### src/design/lpcp_pkg.sv
// Shared constants, types and helpers of the lidar point camera projector.
package lpcp_pkg;

  localparam int DEF_IMAGE_WIDTH  = 1600;
  localparam int DEF_IMAGE_HEIGHT = 900;
  localparam int NUM_REGS         = 8;
  localparam int REG_IDX_W        = 3;
  localparam int ONE_Q16          = 65536;
  // Quotient bits of u/w and v/w in Q12.4; 16*IMAGE_WIDTH stays below 2**16.
  localparam int QBITS            = 16;
  // Width of a Q16.16 dot product: three 48-bit terms and a 32-bit offset.
  localparam int VAL_W            = 52;
  // Width of the divider remainder: 16*u, with room for the largest shifted divisor.
  localparam int REM_W            = VAL_W + QBITS;

  // Register indexes; each row occupies two consecutive registers.
  localparam logic [REG_IDX_W-1:0] REG_ROW_U = 3'd0;
  localparam logic [REG_IDX_W-1:0] REG_ROW_V = 3'd2;
  localparam logic [REG_IDX_W-1:0] REG_ROW_W = 3'd4;
  localparam logic [REG_IDX_W-1:0] REG_ROW_D = 3'd6;

  typedef struct packed {
    logic [15:0] center_x;
    logic [15:0] center_y;
    logic [15:0] width;
    logic [15:0] height;
  } box_t;

  // Picks one signed Q16.16 coefficient out of a packed register.
  function automatic logic signed [31:0] coef(input logic [63:0] r, input logic upper);
    return upper ? $signed(r[63:32]) : $signed(r[31:0]);
  endfunction

endpackage

### src/design/lpcp_div_step.sv
// One registered restoring-division step producing a single quotient bit.
module lpcp_div_step #(
  parameter int SHIFT = 0
) (
  input  logic                           clk,
  input  logic                           en,
  input  logic [lpcp_pkg::REM_W-1:0]     rem_in,
  input  logic [lpcp_pkg::VAL_W-1:0]     den,
  input  logic [lpcp_pkg::QBITS-1:0]     q_in,
  output logic [lpcp_pkg::REM_W-1:0]     rem_out,
  output logic [lpcp_pkg::QBITS-1:0]     q_out
);
  import lpcp_pkg::*;

  logic [REM_W-1:0] den_sh;

  assign den_sh = REM_W'(den) << SHIFT;

  always_ff @(posedge clk) begin
    if (en) begin
      if (rem_in >= den_sh) begin
        rem_out <= rem_in - den_sh;
        q_out   <= q_in | (QBITS'(1) << SHIFT);
      end else begin
        rem_out <= rem_in;
        q_out   <= q_in;
      end
    end
  end
endmodule

### config.mk
export PLATFORM = sky130hd
export DESIGN_NAME = lpcp_div_step
export DESIGN_NICKNAME = d
export VERILOG_FILES = /design/src/design/lpcp_pkg.sv /design/src/design/lpcp_div_step.sv
export SDC_FILE = /design/constraint.sdc
export NUM_CORES = 1
export LEC_CHECK = 0
export BUFFER_PORTS_ARGS = -buffer_cell sky130_fd_sc_hd__buf_2
export CAP_MARGIN = 20
export CORE_AREA = 2 2 124 247
export CTS_CLUSTER_SIZE = 8
export DETAILED_ROUTE_END_ITERATION = 8
export DIE_AREA = 0 0 126 249
export SETUP_SLACK_MARGIN = 0.5
export SLEW_MARGIN = 20
export SYNTH_ARGS = -nofsm -noshare
export SYNTH_HDL_FRONTEND = slang
export SYNTH_SLANG_ARGS = --single-unit
### constraint.sdc
create_clock -name clk -period 9.4 [get_ports clk]
set_clock_uncertainty 0.2 [all_clocks]
set_input_delay 0.94 -clock clk [delete_from_list [all_inputs] [get_ports clk]]
set_output_delay 0.94 -clock clk [all_outputs]
set_load 0.1 [all_outputs]
==> impl_metrics.csv <==
group,metric,value,unit
global_routing,grt_pass1_vias,7105,
cts,clk_pin_slew,0.07,ns
floorplan,die-area,0.0314,mm²
layout,drive_above_1_share,24.5,%
power_and_ir_drop,power_density,191,mW/mm²
global_routing,grt_overflow,0,
global_routing,grt_max_degree,85,
placement,gp_congestion,0.918,
power_and_ir_drop,vdd_drop_max,0.0827,mV
timing,slew_headroom,33.9,%
drt,wl_met2,16.1,mm
cts,cts_resized,0,
yosys,synthFlopType,"edfxtp_1",
yosys,syn-cell-area,0.00698,mm²
floorplan,core,0.0294,mm²
yosys,synth_seq_area_share,36.1,%
drt,wl,27.3,mm
global_routing,antenna_found_initial,2,
cts,h-tree-depth,3,
drt,wl_met1,8.73,mm
placement,io_buffers,221,
cts,clock_sinks,84,
timing,fin_tns_setup,0,ns
timing,fin_hold_ws,0.552,ns
timing,timing.final.crit_share,57.2,%
yosys,synthDominantCellAreaShare,36.1,%
drt,drt_iter0_drc,379,
outcome,status,"completed",
drt,top_layer_used,"met4",
hold_path,hold_depth,1,
cts,hold_buffers,0,
hold_path,worstHoldPathType,"in2reg",
yosys,netlist_instances,821,
yosys,synth.area.top_cells,"edfxtp_1, ha_1, a21oi_1, nand2_1, xnor2_1",
global_routing,track_usage,16.9,%
placement,hpwl,22.8,mm
timing,worstMarginPinSlew,0.991,ns
yosys,synth.avg_cell_area,8.50,µm²
drt,ant_nets,0,
cts,numCtsBuffers,9,
floorplan,die_y,249,µm
yosys,synth_seq_cells,84,
cts,post-cts-setup-buffers,0,
drt,wl_per_cell,19.7,µm
global_routing,grt_first_pass_wirelength,39.9,mm
yosys,async_flop_share,0,%
timing,hold_violations,0,
critical_path,worst_setup_path_end_kind,"flop",
critical_path,required,9.31,ns
power_and_ir_drop,p_leak,3.71,nW
drt,vias,6755,
yosys,ys_warn_count,0,
timing,fmax,186,MHz
drt,firstDrtPassIters,6,
cts,cts_tree,"built",
drt,drc,0,
critical_path,cp.arrival,5.29,ns
floorplan,chipWidth,126,µm
cts,clock_path_buffers,2,
power_and_ir_drop,finalPower,0.00166,W
yosys,synth_edf_count,84,
timing,setup_viol,0,
run,cap_violations,0,
drt,vias_per_cell,4.88,
yosys,synth.distinct_cells,58,
timing,rsz0062_at_grt,"false",
timing,period_minus_slack,5.38,ns
cts,cts_root_buffer,"clkbuf_16",
critical_path,cp_max_fo,84,
floorplan,start_util,23.7,%
floorplan,pin_count,222,
critical_path,startpoint_type,"input pin",
yosys,synth_largest_area_cell,"edfxtp_1",
layout,final_util,29.6,%
timing,slew_viol_final,0,
floorplan,fp-row-count,89,
layout,final_nets,1202,
yosys,synthesis.nets,1012,
drt,wl_met3,987,µm
layout,syn_to_final_growth,24.9,%
critical_path,worstSetupPathType,"in2reg",
[state kept, by name, summed over array words and instances, names as in the netlist]
signal,cells
q_out,16
rem_out,68
[synthesized netlist by cell type (4+ instances only)]
| cell type | number |
|---|---|
| nand3_1 | 10 |
| edfxtp_1 | 84 |
| nor4_1 | 8 |
| a21oi_1 | 80 |
| o21ai_1 | 49 |
| nand2b_1 | 11 |
| inv_1 | 73 |
| xor2_1 | 30 |
| o21ai_0 | 38 |
| xnor2_1 | 34 |
| nor2_1 | 35 |
| mux2_1 | 4 |
| o21bai_1 | 16 |
| or3_1 | 7 |
| a31oi_1 | 8 |
| a211oi_1 | 7 |
| nand2_1 | 100 |
| or4_1 | 6 |
| ha_1 | 52 |
| buf_2 | 14 |
| nor3_1 | 20 |
| nor2b_1 | 8 |
| a21o_1 | 17 |
| nand4_1 | 28 |
| clkbuf_1 | 30 |
[worst max-delay path, stage by stage]
cell	delay, ns
buf_2	0.10
inv_1	0.06
ha_1	0.16
inv_1	0.06
fa_1	0.42
a211oi_1	0.30
o21ai_2	0.14
o31a_1	0.36
a211oi_2	0.49
o31ai_2	0.19
a31oi_4	0.62
buf_4	0.76
nor2b_1	0.25
and3_1	0.22
xor2_1	0.14
[final timing paths]
check | startpoint | end | slack (ns)
max | rem_in[0] | rem_out[66] | 4.02
min | q_in[10] | q_out[10] | 0.55
[stage by stage]
stage | instance area (µm²) | worst slack [ns] | cells
after floorplan | 6980 | 5.14 | 821
after global placement | 8380 | 3.63 | 1364
after detailed placement | 8380 | 3.55 | 1364
after CTS | 8710 | 3.92 | 1380
after global routing | 8710 | 3.67 | 1382
final | 8710 | 4.02 | 1383
[metal layers]
layer | track usage (%) | vias up
met5 | 0 | -
met4 | 10.1 | 0
met3 | 2.56 | 62
met2 | 34.9 | 227
met1 | 14.5 | 3120
li1 | - | 3346
[cell usage in the layout, fill, tap and decap left out, types with 4 or more instances in the layout]
cell,n
mux2_1,4
or3_1,7
a31oi_1,8
nor2b_1,8
a21oi_1,80
o21bai_1,16
o21ai_1,49
buf_2,220
a21o_1,17
edfxtp_1,84
or4_1,6
nand4_1,28
nand3_1,10
nor2_1,35
nand2b_1,11
xor2_1,30
nor4_1,8
buf_4,4
nand2_1,100
inv_1,73
a211oi_1,7
ha_1,52
o21ai_0,38
xnor2_1,34
nor3_1,20
clkbuf_16,9
[final cells by class]
type / instances / area [µm²]
Fill cell: 3238 / 20700
Multi-Input combinational cell: 619 / 4000
Timing Repair Buffer: 224 / 1130
Clock buffer: 9 / 225
Sequential cell: 84 / 2520
Antenna cell: 3 / 7.51
Tap cell: 364 / 455
Inverter: 73 / 274
Clock inverter: 7 / 98.8
[logic make-up (layout without fill, tap and decap cells)]
| group | count (synthesis) | after routing | synth area share, % |
|---|---|---|---|
| AO/OA/AOI/OAI | 252 | 252 | 21.9 |
| XOR/XNOR | 64 | 64 | 8.03 |
| adder cells (fa/ha/maj) | 53 | 53 | 9.61 |
| buffers and inverters | 118 | 313 | 6.65 |
| flip-flops | 84 | 84 | 36.1 |
| multiplexers | 6 | 6 | 0.932 |
| other | 0 | 3 | 0 |
| AND/OR/NAND/NOR | 244 | 244 | 16.7 |
[where the power goes]
group	switching (W)	internal (W)	total, W
registers	0.0000131	0.000479	0.000492
clock network	0.000174	0.000236	0.000409
logic	0.000598	0.000165	0.000763
total	0.000785	0.000879	0.00166
Note: power is estimated with default switching activity, not from simulation.
